### src/hw/rtl/bpc_pkg.sv
// Shared types and constants of the batch preset counter.
// No dependencies.
package bpc_pkg;

  localparam int SAMPLE_BITS_DEF = 10;
  localparam int THR_W           = 10;
  localparam int TARGET_W        = 10;
  localparam int CFG_W           = 16;
  localparam int CFG_IDX_W       = 3;

  // Operation codes; code 3 changes nothing.
  localparam logic [1:0] OP_TICK  = 2'd0;
  localparam logic [1:0] OP_START = 2'd1;
  localparam logic [1:0] OP_LOAD  = 2'd2;

  // Register indexes
  localparam logic [CFG_IDX_W-1:0] REG_THRESH    = 3'd0;
  localparam logic [CFG_IDX_W-1:0] REG_PRESCALE  = 3'd1;
  localparam logic [CFG_IDX_W-1:0] REG_HOLD      = 3'd2;
  localparam logic [CFG_IDX_W-1:0] REG_WINDOW    = 3'd3;
  localparam logic [CFG_IDX_W-1:0] REG_BEEP_BASE = 3'd4;
  localparam logic [CFG_IDX_W-1:0] REG_BEEP_STEP = 3'd5;
  localparam logic [CFG_IDX_W-1:0] REG_ANIM_PER  = 3'd6;

  // Register reset values
  localparam logic [9:0]  RST_THRESH    = 10'd400;
  localparam logic [7:0]  RST_PRESCALE  = 8'd9;
  localparam logic [15:0] RST_HOLD      = 16'd30500;
  localparam logic [3:0]  RST_WINDOW    = 4'd6;
  localparam logic [11:0] RST_BEEP_BASE = 12'd400;
  localparam logic [9:0]  RST_BEEP_STEP = 10'd200;
  localparam logic [15:0] RST_ANIM_PER  = 16'd1000;

  // Animation frames: 0..11 cycle while armed, 11/12 alternate when idle.
  localparam logic [3:0] FRAME_LAST = 4'd11;
  localparam logic [3:0] FRAME_ALT  = 4'd12;

  typedef struct packed {
    logic [9:0]  thresh;
    logic [7:0]  prescale;
    logic [15:0] hold;
    logic [3:0]  window;
    logic [11:0] beep_base;
    logic [9:0]  beep_step;
    logic [15:0] anim_period;
  } bpc_cfg_t;

  typedef struct packed {
    logic [15:0] batch_count;
    logic [31:0] lifetime_count;
    logic        relay_on;
    logic        buzzer_on;
    logic        warn_led;
    logic        anim_active;
    logic [3:0]  anim_frame;
    logic        armed_out;
  } bpc_res_t;

endpackage

### src/hw/rtl/bpc_cfg.sv
// Configuration register file of the batch preset counter.
// Depends on bpc_pkg.
module bpc_cfg import bpc_pkg::*; (
  input  logic                 clk,
  input  logic                 rst_n,
  input  logic                 cfg_we,
  input  logic [CFG_IDX_W-1:0] cfg_index,
  input  logic [CFG_W-1:0]     cfg_wdata,
  output bpc_cfg_t             cfg
);

  bpc_cfg_t cfg_r;

  always_ff @(posedge clk) begin
    if (!rst_n) begin
      cfg_r.thresh      <= RST_THRESH;
      cfg_r.prescale    <= RST_PRESCALE;
      cfg_r.hold        <= RST_HOLD;
      cfg_r.window      <= RST_WINDOW;
      cfg_r.beep_base   <= RST_BEEP_BASE;
      cfg_r.beep_step   <= RST_BEEP_STEP;
      cfg_r.anim_period <= RST_ANIM_PER;
    end else if (cfg_we) begin
      unique case (cfg_index)
        REG_THRESH:    cfg_r.thresh      <= cfg_wdata[9:0];
        REG_PRESCALE:  cfg_r.prescale    <= cfg_wdata[7:0];
        REG_HOLD:      cfg_r.hold        <= cfg_wdata;
        REG_WINDOW:    cfg_r.window      <= cfg_wdata[3:0];
        REG_BEEP_BASE: cfg_r.beep_base   <= cfg_wdata[11:0];
        REG_BEEP_STEP: cfg_r.beep_step   <= cfg_wdata[9:0];
        REG_ANIM_PER:  cfg_r.anim_period <= cfg_wdata;
        default: ;
      endcase
    end
  end

  assign cfg = cfg_r;

endmodule

### src/hw/rtl/bpc_core.sv
// Counter state and its per-item update for the batch preset counter.
// Depends on bpc_pkg; the update is applied when step is high.
module bpc_core import bpc_pkg::*; #(
  parameter int SAMPLE_BITS = SAMPLE_BITS_DEF
) (
  input  logic                   clk,
  input  logic                   rst_n,
  input  logic                   step,
  input  logic [1:0]             op,
  input  logic [SAMPLE_BITS-1:0] sample,
  input  logic [TARGET_W-1:0]    target_value,
  input  bpc_cfg_t               cfg,
  output bpc_res_t               res
);

  localparam int CMP_W = (SAMPLE_BITS > THR_W) ? SAMPLE_BITS : THR_W;

  logic        latch_r, latch_nxt;
  logic [7:0]  pc_r, pc_nxt;
  logic [15:0] batch_r, batch_nxt;
  logic [31:0] life_r, life_nxt;
  logic [9:0]  target_r, target_nxt;
  logic        armed_r, armed_nxt;
  logic [15:0] hold_r, hold_nxt;
  logic [15:0] beep_r, beep_nxt;
  logic        buz_r, buz_nxt;
  logic        relay_r, relay_nxt;
  logic        led_r, led_nxt;
  logic        anim_en_r, anim_en_nxt;
  logic        show_r, show_nxt;
  logic [15:0] atick_r, atick_nxt;
  logic [3:0]  frame_r, frame_nxt;

  logic [CMP_W-1:0] samp_x, thr_x;
  assign samp_x = CMP_W'(sample);
  assign thr_x  = CMP_W'(cfg.thresh);

  always_comb begin
    logic        reached;
    logic        warn;
    logic [15:0] hold_inc;
    logic [15:0] atick_inc;
    logic [9:0]  diff;
    logic [13:0] prod;
    logic [14:0] period;

    latch_nxt = latch_r;   pc_nxt = pc_r;         batch_nxt = batch_r;
    life_nxt = life_r;     target_nxt = target_r; armed_nxt = armed_r;
    hold_nxt = hold_r;     beep_nxt = beep_r;     buz_nxt = buz_r;
    relay_nxt = relay_r;   led_nxt = led_r;       anim_en_nxt = anim_en_r;
    show_nxt = show_r;     atick_nxt = atick_r;   frame_nxt = frame_r;
    reached = 1'b0;  warn = 1'b0;
    hold_inc = hold_r + 16'd1;
    atick_inc = atick_r + 16'd1;
    diff = '0;  prod = '0;  period = '0;

    unique case (op)
      OP_TICK: begin
        if (!latch_r && samp_x > thr_x) begin
          if (pc_r == cfg.prescale) begin
            batch_nxt = batch_r + 16'd1;
            life_nxt  = life_r + 32'd1;
            pc_nxt    = '0;
          end else begin
            pc_nxt = pc_r + 8'd1;
          end
          latch_nxt = 1'b1;
        end

        reached = armed_r && (batch_nxt >= {6'b0, target_r});
        // batch > target - window, done unsigned without underflow
        warn = armed_r &&
               (({1'b0, batch_nxt} + 17'(cfg.window)) > {7'b0, target_r});
        // inside the window the remaining count is below 16
        diff   = target_r - batch_nxt[9:0];
        prod   = diff[3:0] * cfg.beep_step;
        period = {3'b0, cfg.beep_base} + {1'b0, prod};

        if (reached) begin
          buz_nxt   = 1'b1;
          relay_nxt = 1'b1;
          hold_nxt  = hold_inc;
          if (hold_inc > cfg.hold) begin
            hold_nxt  = '0;
            armed_nxt = 1'b0;
            frame_nxt = FRAME_LAST;
            buz_nxt   = 1'b0;
          end
        end else if (warn) begin
          led_nxt = 1'b1;
          if (beep_r < {1'b0, period}) begin
            beep_nxt = beep_r + 16'd1;
          end else begin
            buz_nxt  = ~buz_r;
            beep_nxt = '0;
          end
        end

        if (samp_x < thr_x) latch_nxt = 1'b0;

        if (anim_en_r) begin
          show_nxt  = 1'b1;
          atick_nxt = atick_inc;
          if (atick_inc == cfg.anim_period) begin
            atick_nxt = '0;
            if (armed_nxt) begin
              frame_nxt = (frame_nxt >= FRAME_LAST) ? 4'd0 : frame_nxt + 4'd1;
            end else begin
              frame_nxt = (frame_nxt == FRAME_LAST) ? FRAME_ALT : FRAME_LAST;
            end
          end
        end
      end
      OP_START: begin
        batch_nxt = '0;  pc_nxt = '0;  hold_nxt = '0;  beep_nxt = '0;
        atick_nxt = '0;  armed_nxt = 1'b0;  relay_nxt = 1'b0;
        buz_nxt = 1'b0;  led_nxt = 1'b0;  anim_en_nxt = 1'b0;
        show_nxt = 1'b0;
      end
      OP_LOAD: begin
        target_nxt  = target_value;
        armed_nxt   = 1'b1;
        anim_en_nxt = 1'b1;
        buz_nxt     = 1'b0;
      end
      default: ;
    endcase
  end

  always_ff @(posedge clk) begin
    if (!rst_n) begin
      latch_r <= 1'b0;  pc_r <= '0;  batch_r <= '0;  life_r <= '0;
      target_r <= '0;  armed_r <= 1'b0;  hold_r <= '0;  beep_r <= '0;
      buz_r <= 1'b0;  relay_r <= 1'b0;  led_r <= 1'b0;  anim_en_r <= 1'b0;
      show_r <= 1'b0;  atick_r <= '0;  frame_r <= '0;
    end else if (step) begin
      latch_r <= latch_nxt;  pc_r <= pc_nxt;  batch_r <= batch_nxt;
      life_r <= life_nxt;  target_r <= target_nxt;  armed_r <= armed_nxt;
      hold_r <= hold_nxt;  beep_r <= beep_nxt;  buz_r <= buz_nxt;
      relay_r <= relay_nxt;  led_r <= led_nxt;  anim_en_r <= anim_en_nxt;
      show_r <= show_nxt;  atick_r <= atick_nxt;  frame_r <= frame_nxt;
    end
  end

  always_comb begin
    res.batch_count    = batch_nxt;
    res.lifetime_count = life_nxt;
    res.relay_on       = relay_nxt;
    res.buzzer_on      = buz_nxt;
    res.warn_led       = led_nxt;
    res.anim_active    = show_nxt;
    res.anim_frame     = frame_nxt;
    res.armed_out      = armed_nxt;
  end

endmodule

### src/hw/rtl/batch_preset_counter.sv
// Batch preset counter: one result per input item, in order.
// An item passes the input register, then the result register, before its result is valid.
// Throughput: one item per cycle; the state update is one combinational pass in bpc_core.
// A stalled result holds the pipeline; the input register refills as the result drains.
// Reset (rst_n low, synchronous): empties both registers, clears the counter state,
// loads the configuration defaults.
module batch_preset_counter import bpc_pkg::*; #(
  parameter int SAMPLE_BITS = SAMPLE_BITS_DEF
) (
  input  logic                   clk,
  input  logic                   rst_n,
  input  logic                   in_valid,
  output logic                   in_ready,
  input  logic [1:0]             in_op,
  input  logic [SAMPLE_BITS-1:0] in_sample,
  input  logic [TARGET_W-1:0]    in_target_value,
  output logic                   out_valid,
  input  logic                   out_ready,
  output logic [15:0]            out_batch_count,
  output logic [31:0]            out_lifetime_count,
  output logic                   out_relay_on,
  output logic                   out_buzzer_on,
  output logic                   out_warn_led,
  output logic                   out_anim_active,
  output logic [3:0]             out_anim_frame,
  output logic                   out_armed_out,
  input  logic                   cfg_we,
  input  logic [CFG_IDX_W-1:0]   cfg_index,
  input  logic [CFG_W-1:0]       cfg_wdata
);

  logic                   iv_r;
  logic [1:0]             op_r;
  logic [SAMPLE_BITS-1:0] sample_r;
  logic [TARGET_W-1:0]    target_r;
  logic                   ov_r;
  bpc_res_t               res_r;
  bpc_res_t               res;
  bpc_cfg_t               cfg;
  logic                   step;

  // the held item advances whenever the result register is free or draining
  assign step     = iv_r && (!ov_r || out_ready);
  assign in_ready = !iv_r || step;

  always_ff @(posedge clk) begin
    if (!rst_n) begin
      iv_r <= 1'b0;
    end else if (in_ready) begin
      iv_r <= in_valid;
    end
  end

  always_ff @(posedge clk) begin
    if (in_valid && in_ready) begin
      op_r     <= in_op;
      sample_r <= in_sample;
      target_r <= in_target_value;
    end
  end

  always_ff @(posedge clk) begin
    if (!rst_n) begin
      ov_r <= 1'b0;
    end else if (step) begin
      ov_r <= 1'b1;
    end else if (out_ready) begin
      ov_r <= 1'b0;
    end
  end

  always_ff @(posedge clk) begin
    if (step) res_r <= res;
  end

  bpc_cfg u_cfg (
    .clk       (clk),
    .rst_n     (rst_n),
    .cfg_we    (cfg_we),
    .cfg_index (cfg_index),
    .cfg_wdata (cfg_wdata),
    .cfg       (cfg)
  );

  bpc_core #(
    .SAMPLE_BITS (SAMPLE_BITS)
  ) u_core (
    .clk          (clk),
    .rst_n        (rst_n),
    .step         (step),
    .op           (op_r),
    .sample       (sample_r),
    .target_value (target_r),
    .cfg          (cfg),
    .res          (res)
  );

  assign out_valid          = ov_r;
  assign out_batch_count    = res_r.batch_count;
  assign out_lifetime_count = res_r.lifetime_count;
  assign out_relay_on       = res_r.relay_on;
  assign out_buzzer_on      = res_r.buzzer_on;
  assign out_warn_led       = res_r.warn_led;
  assign out_anim_active    = res_r.anim_active;
  assign out_anim_frame     = res_r.anim_frame;
  assign out_armed_out      = res_r.armed_out;

endmodule

### config.mk
export PLATFORM = sky130hd
export DESIGN_NAME = batch_preset_counter
export DESIGN_NICKNAME = d
export VERILOG_FILES = /design/src/hw/rtl/bpc_pkg.sv /design/src/hw/rtl/bpc_cfg.sv /design/src/hw/rtl/bpc_core.sv /design/src/hw/rtl/batch_preset_counter.sv
export SDC_FILE = /design/constraint.sdc
export NUM_CORES = 1
export LEC_CHECK = 0
export CORE_ASPECT_RATIO = 1.75
export CORE_MARGIN = 3
export CORE_UTILIZATION = 49
export DETAILED_ROUTE_END_ITERATION = 7
export DONT_BUFFER_PORTS = 1
export PLACE_DENSITY = 0.69
export SYNTH_ARGS = -nofsm -noshare
export SYNTH_HDL_FRONTEND = slang
export SYNTH_HIERARCHICAL = 1
export SYNTH_SLANG_ARGS = --single-unit
### constraint.sdc
create_clock -name clk -period 9.3 [get_ports clk]
set_input_delay 1.395 -clock clk [delete_from_list [all_inputs] [get_ports clk]]
set_output_delay 1.395 -clock clk [all_outputs]
set_load 0.01 [all_outputs]
==> results.md, run 1 <==
* Antenna violations before repair at 3
* All-layer global routing usage at 21.1%
* Fin Clk Skew at 0.0216 ns
* Mapped Area at 17000 um^2
* Largest family of logic cells by synthesized area: simple AND/OR/NAND/NOR gates
* WL met3 at roughly 1.8 mm
* Max clock buf depth at 3
* CP max FO at 13
* Max-Cap Viols at 0
* Die X at 147 um
* Initial core utilization at 49.9%
* Worst vdd ir at approximately 0.13 mV
* Synth unique cells at 90
* Status: completed
* Dominant cell by count in the synthesized netlist: nand2_1
* HPWL Detailed at 29.8 mm
* Final Critical Period at 8.80 ns
* Drt drc at 0
* Ys async rst share at 0%
* IO Count at 105
* Total wire length at 39.9 mm
* Vias after detailed routing at between 10k and 15k
* PwrDens at 148 nW/um^2
* TritonCTS clock tree: built
* Die area at 37000 um^2
* Post-route cell area at 18300 um^2
* DR iter-0 viols at roughly 710
* Xor and xnor area share after synthesis at 7.18%
* Synth Area per Inst at 9.04 um^2
* Compound-gate portion of the synthesized area at between 10% and 20%
* Ys Warns at 6
* Post-Synth Adder-Cell Area at around 11%
* Simple-Gate Fraction of Synth Area at 21.7%
* Max Clk Rate at 0.114 GHz
* Tcrit/Tclk final at a little over nine tenths
* Reg clk slew, reported paths at roughly 0.07 ns
* Leak Pwr at 0.00739 uW
* Fillers at 3063
* H-Tree Depth at 1
* Clk sinks at around 280
* Crit Path Category: flop to flop
* Synth top area share at 24.0%
* Root buf cell: clkbuf_16
* Hold Buf Count CTS at 0
* IO Port Bufs at 0
* Clk Latency, worst-skew pair at 0.56 ns
* Share of cells above drive strength 1 at 6.14%
* Final Net Count at slightly above 2k
* Post-synthesis mux area share at 5.46%
* Metal2 WL at between 20 and 25 mm
* Post-synth EDFFs at 79
* Largest net degree at the start of global routing at 122
* Critical Path Start Type: flop
* Pin slew with the least headroom to its limit at roughly 1 ns
* Met1 Routed Length at 15.2 mm
* Setup TNS at 0 ns
* Die height at 252 um
* Slew Limit Headroom at 32.2%
* Vias in the first global route at 12.7k
* Top cells by area in the synthesized netlist: dfxtp_1 (24%), edfxtp_1 (14%), ha_1 (7.4%), mux2i_1 (5.2%), nand2_1 (4.6%)
* Slowest CP cell: fa_1
* Grt ovf at 0
* Top sig layer: met5
* Sequential share of the synthesized area at 37.9%
* Post-synth top flop: dfxtp_1
* Syn nets at between 2k and 2.5k
* CP peak stage delay at 0.54 ns
* Wirelength per Cell at 17.3 um
* Count of final setup violators at 0
* Post-place instance area at 17200 um^2
* Global-route wire length before repair at 64.0 mm
* CTS Buf Count at 27
* DR pass1 iterations at 7
* Hold crit path type: flop to flop
* Fin. Hold Viols at 0
* DR vias/cell at 5.60
* Antenna Nets Post-Route at 0
* Required time of the critical path at a little under 10 ns
* Arrival @ worst endpoint at around 9.3 ns
* Floorplan core area at ~34000 um^2
* Commonest cells post-synth: nand2_1 (209), dfxtp_1 (203), inv_1 (139), nor2_1 (139), ha_1 (101)
* Max Slew Vio Count at 0
* Gp weighted congestion at 0.889
* Cell count after synthesis at 1877
* Yosys top cell by area: dfxtp_1
* Row count at 89
* Crit path capture type: flop
* Crit-path most repeated cell: a21oi_1
* Synth Register Bits at 282
* RSZ-0062 raised after global routing: false
* Synthesis-to-finish area growth at 7.68%
==> stage by stage <==
step | hold WS, ns | util [%] | cells | power (uW) | setup slack [ns]
after floorplan | 0.434 | - | 1877 | 1470 | 0.684
after global placement | 0.443 | 50.8 | 2260 | 1510 | 0.257
after detailed placement | 0.449 | 50.8 | 2260 | 1520 | 0.00116
after CTS | 0.459 | 53.7 | 2310 | 2730 | 0.128
after global routing | 0.478 | 53.8 | 2312 | 2810 | 0.00946
final | 0.457 | 53.8 | 2314 | 2700 | 0.501
==> layout make-up <==
| class | count | area [um^2] | share of cell area [%] |
|---|---|---|---|
| Antenna cell | 2 | 5.00 | 0.0274 |
| Sequential cell | 282 | 6440 | 35.2 |
| Multi-Input combinational cell | 1370 | 9640 | 52.8 |
| Clock inverter | 16 | 208 | 1.14 |
| Tap cell | 455 | 569 | 3.12 |
| Clock buffer | 34 | 774 | 4.24 |
| Inverter | 140 | 526 | 2.88 |
| Timing Repair Buffer | 15 | 113 | 0.616 |
==> registers in the layout, indices dropped and copies added, names as in the netlist, 2 cells and up <==
signal and count:
u_core/batch_r 16, op_r 2, u_core/frame_r 4, u_core/pc_r 8
out_anim_frame 4, target_r 10, u_core/life_r 32, u_core/atick_r 16
out_batch_count 16, u_core/hold_r 16, u_core/beep_r 16, out_lifetime_count 32
u_cfg/cfg 76, sample_r 10, u_core/target_r 10
==> worst max-delay path, delay by kind of cell, from the launching register on <==
family / cells / cell delay, ns
multiplexers: 1 / 0.41
AO/OA/AOI/OAI: 16 / 3.05
flip-flops: 1 / 0.37
adder cells (fa/ha/maj): 7 / 2.77
buffers and inverters: 3 / 0.27
XOR/XNOR: 2 / 0.29
AND/OR/NAND/NOR: 7 / 1.54
==> cells in the final DEF (no fill, tap or decap), types with 16 or more instances in the layout <==
| cell type | instances |
|---|---|
| nand2_1 | 208 |
| dfxtp_1 | 203 |
| inv_1 | 138 |
| nor2_1 | 137 |
| ha_1 | 101 |
| mux2i_1 | 88 |
| edfxtp_1 | 79 |
| xnor2_1 | 78 |
| nand3_1 | 74 |
| a21oi_1 | 73 |
| nor2b_1 | 67 |
| o21ai_0 | 63 |
| xor2_1 | 60 |
| nor3_1 | 33 |
| and2_1 | 32 |
| clkbuf_16 | 29 |
| fa_1 | 29 |
| and3_1 | 27 |
| nand2b_1 | 25 |
| a21o_1 | 24 |
| nand4_1 | 19 |
| or3_1 | 19 |
| o21ai_1 | 16 |
==> report_power, final <==
part | leakage [uW] | total [uW] | switching, uW | internal (uW)
Sequential | 0.00237 | 1310 | 23.3 | 1290
Clock | 0.000489 | 1210 | 502 | 710
Combinational | 0.00453 | 179 | 115 | 64.0
==> logic make-up (layout without fill, tap and decap cells) <==
family	Yosys count	after routing
and+or+nand+nor	716	716
AOI/OAI and AO/OA	293	293
DFF	282	282
buffers and inverters	225	205
xor gates and xnor gates	139	139
adders and majority gates	130	130
muxes	92	92
other	0	2
==> what timing repair did <==
item	CTS	global route
pin swaps	0	1
resized for setup	1	7
hold endpoints to repair	0	0
buffers inserted	0	2
endpoints found under the setup margin	3	18
==> per-layer routing <==
layer	up-vias	GRT usage [%]
met5	-	0
met4	2	9.98
met3	108	2.96
met1	6147	22.8
met2	322	39.9
li1	6384	-
==> final timing paths <==
path	slack [ns]	to	startpoint	depth (start not counted)
hold reg to reg	0.46	u_core/target_r[4]	u_core/target_r[4]	2
setup reg to reg	0.50	u_core/beep_r[7]	sample_r[3]	36
hold / removal	0.46	u_core/target_r[4]	u_core/target_r[4]	2
setup / recovery	0.50	u_core/beep_r[7]	sample_r[3]	36
Note: power is estimated with default switching activity, not from simulation.
==> inputs of run 2 (changes only) <==
- ABC_AREA: unset -> 1
==> run 2 against run 1 <==
  * Register-to-register slack better by 0.14 ns
  * Critical path type unchanged
  * Final cell count rose by 19%
  * Combinational power grew to 2.9 times the previous value
  * Largest cell class unchanged
  * Critical path depth increased by 9
  * Highest routed layer is now met4
  * Area after synthesis is 1.5% higher
==> results.md, run 2 <==
* Status: completed
* CTS Buf Count at 28 (+3.7%)
* Setup TNS at 0 ns (unchanged)
* Vias in the first global route at 14.6k (+16%)
* IO Port Bufs at 0 (unchanged)
* Dominant cell by count in the synthesized netlist: nand2_1
* Die height at 254 um (+0.74%)
* Grt ovf at 0 (unchanged)
* Fin. Hold Viols at 0 (unchanged)
* Largest net degree at the start of global routing at 106 (-13%)
* Floorplan core area at 34600 um^2 (+1.8%)
* DR iter-0 viols at 767 (+8.5%)
* IO Count at 105 (unchanged)
* Max Clk Rate at 0.115 GHz (+1.6%)
* Most common cell after layout, fill and taps aside: nand2_1
* Share of cells above drive strength 1 at 7.26% (+1.1 points)
* TritonCTS clock tree: built
* Tcrit/Tclk final at 93.1% (-1.5 points)
* Final Critical Period at 8.66 ns (-0.138 ns)
* Synth unique cells at 58 (-36%)
* Sequential share of the synthesized area at 37.4% (-0.57 points)
* Cell count after synthesis at 2306 (+23%)
* Cells after DPL at 2705 (+20%)
* Die X at 148 um (+0.73%)
* Synth Register Bits at 282 (unchanged)
* CP peak stage delay at 0.55 ns (about the same)
* Initial core utilization at 49.8% (-0.13 points)
* Root buf cell: clkbuf_16
* Top cells by area in the synthesized netlist: dfxtp_1 (24%), edfxtp_1 (14%), nand2_1 (11%), inv_1 (7.7%), ha_1 (7.3%)
* Post-synth top flop: dfxtp_1
* Row count at 90 (+1.1%)
* Final cell count without fillers at 2762 (+19%)
* Fin Clk Skew at 0.0208 ns (-0.000838 ns)
* DR vias/cell at 5.35 (-4.5%)
* Antenna violations before repair at 2 (-1)
* Clk sinks at 282 (unchanged)
* Post-synth EDFFs at 79 (unchanged)
* Syn nets at 2482 (+21%)
* Synthesis-to-finish area growth at 7.48%
* Hold crit path type: flop to flop
* PwrDens at 168 nW/um^2 (+13%)
* Vias after detailed routing at 14.8k (+14%)
* Slew Limit Headroom at 20.3% (-12 points)
* Final Net Count at 2454 (+22%)
* Global-route wire length before repair at 70.6 mm (+10%)
* Required time of the critical path at 9.78 ns (about the same)
* Crit-path most repeated cell: nand2_1
* H-Tree Depth at 1 (unchanged)
* Count of final setup violators at 0 (unchanged)
* Fillers at 3349 (+9.3%)
* Total wire length at 44.3 mm (+11%)
* RSZ-0062 raised after global routing: false
* Leak Pwr at 0.00837 uW (+13%)
* Drt drc at 0 (unchanged)
* Max reg flops at 76 (unchanged)
* Most frequent cells in the layout: nand2_1 (495), inv_1 (353), nor2_1 (255)
* Hold Buf Count CTS at 0 (unchanged)
* Synth Area per Inst at 7.47 um^2 (-17%)
* Crit path capture type: flop
* Ys Warns at 6 (unchanged)
* Ys async rst share at 0% (unchanged)
* Gp weighted congestion at 0.919 (+3.4%)
* Worst vdd ir at 0.170 mV (+27%)
* Critical Path Start Type: flop
* Mapped Area at 17200 um^2 (+1.5%)
* Max clock buf depth at 3 (unchanged)
* Yosys top cell by area: dfxtp_1
* Wirelength per Cell at 16.0 um (-7.1%)
* DR pass1 iterations at 5 (-2)
* Max Slew Vio Count at 0 (unchanged)
* CP max FO at 12 (-1)
* Commonest cells post-synth: nand2_1 (497), inv_1 (354), nor2_1 (255)
* HPWL Detailed at 33.8 mm (+13%)
* Arrival @ worst endpoint at 9.14 ns (-0.12 ns)
* Antenna Nets Post-Route at 0 (unchanged)
* Slowest CP cell: fa_1
* All-layer global routing usage at 23.2% (+2.1 points)
* Synth top area share at 23.6% (-0.36 points)
* Max-Cap Viols at 0 (unchanged)
* Die area at 37500 um^2 (+1.5%)
* Crit Path Category: flop to flop
* Reg clk slew, reported paths at 0.07 ns (about the same)
* Pin slew with the least headroom to its limit at 1.20 ns (+0.181 ns)
* Clk Latency, worst-skew pair at 0.58 ns (+0.02 ns)
## run 2: cell count changes after synthesis, sizes merged, moves of 69 or more
cell / change
nor2b: -69
nor2: +142
nand3: +83
mux2i: -88
inv: +237
nand2: +307
## run 2: logic make-up after synthesis
logic type	after synthesis	share of synthesized area (%)
AND/OR/NAND/NOR	1058	27.0
flip-flops	282	37.4
buffers and inverters	449	10.5
adder cells (fa/ha/maj)	130	10.7
AO/OA/AOI/OAI	298	9.89
XOR/XNOR	89	4.53
## run 2: metal layers
metal	wire length, um	vias to the layer above	GRT usage (%)	share of wire [%]
li1	-	7320	-	-
met1	15300	6859	22.5	35
met2	23900	433	45.2	54
met3	2150	161	3.39	4.8
met4	2940	0	14.4	6.6
met5	0	-	0	0
## run 2: path summary, 6_finish.rpt
check / start / end / slack [ns] / cells past startpoint
setup / recovery: sample_r[7] / u_core/buz_r / 0.64 / 45
hold / removal: u_cfg/cfg[22] / u_cfg/cfg[22] / 0.47 / 2
setup reg to reg: sample_r[7] / u_core/buz_r / 0.64 / 45
hold reg to reg: u_cfg/cfg[22] / u_cfg/cfg[22] / 0.47 / 2
## run 2: critical path, delay by kind of cell, from the launching register on
kind / cells / cell delay (ns)
xor gates and xnor gates: 3 / 0.64
AOI/OAI and AO/OA: 12 / 2.11
buffers and inverters: 5 / 0.42
and+or+nand+nor: 17 / 1.91
DFF: 1 / 0.38
adders and majority gates: 8 / 3.08
## run 2: repair_timing
action | in CTS | in global routing
buffers inserted | 0 | 3
setup endpoints to repair | 0 | 18
gates resized for setup | 0 | 5
## run 2: stage by stage
stage | cell area (um^2) | hold slack (ns) | utilization (%) | total power, uW | setup WS (ns)
finish | 18500 | 0.467 | 53.5 | 3100 | 0.638
global route | 18500 | 0.496 | 53.5 | 3260 | 0.0224
CTS | 18500 | 0.472 | 53.4 | 3130 | 0.278
detailed placement | 17500 | 0.455 | 50.6 | 1900 | 0.300
global placement | 17500 | 0.445 | 50.6 | 1890 | 0.583
floorplan | 17200 | 0.429 | - | 1790 | 1.16
## run 2: final cells by class
cell class	instances	area, um^2	area share (%)
multi-input combinational	1575	9000	48.6
tap	460	576	3.11
timing repair buffer	13	97.6	0.527
sequential	282	6440	34.8
clock inverter	17	229	1.24
antenna	2	5.00	0.0270
inverter	378	1420	7.67
clock buffer	35	747	4.04
## run 2: power breakdown
group	total (uW)	internal, uW	switching [uW]	leakage (uW)
Combinational	524	182	342	0.00548
Sequential	1360	1320	43.1	0.00242
Clock	1220	711	505	0.000477
Total	3100	2210	889	0.00837
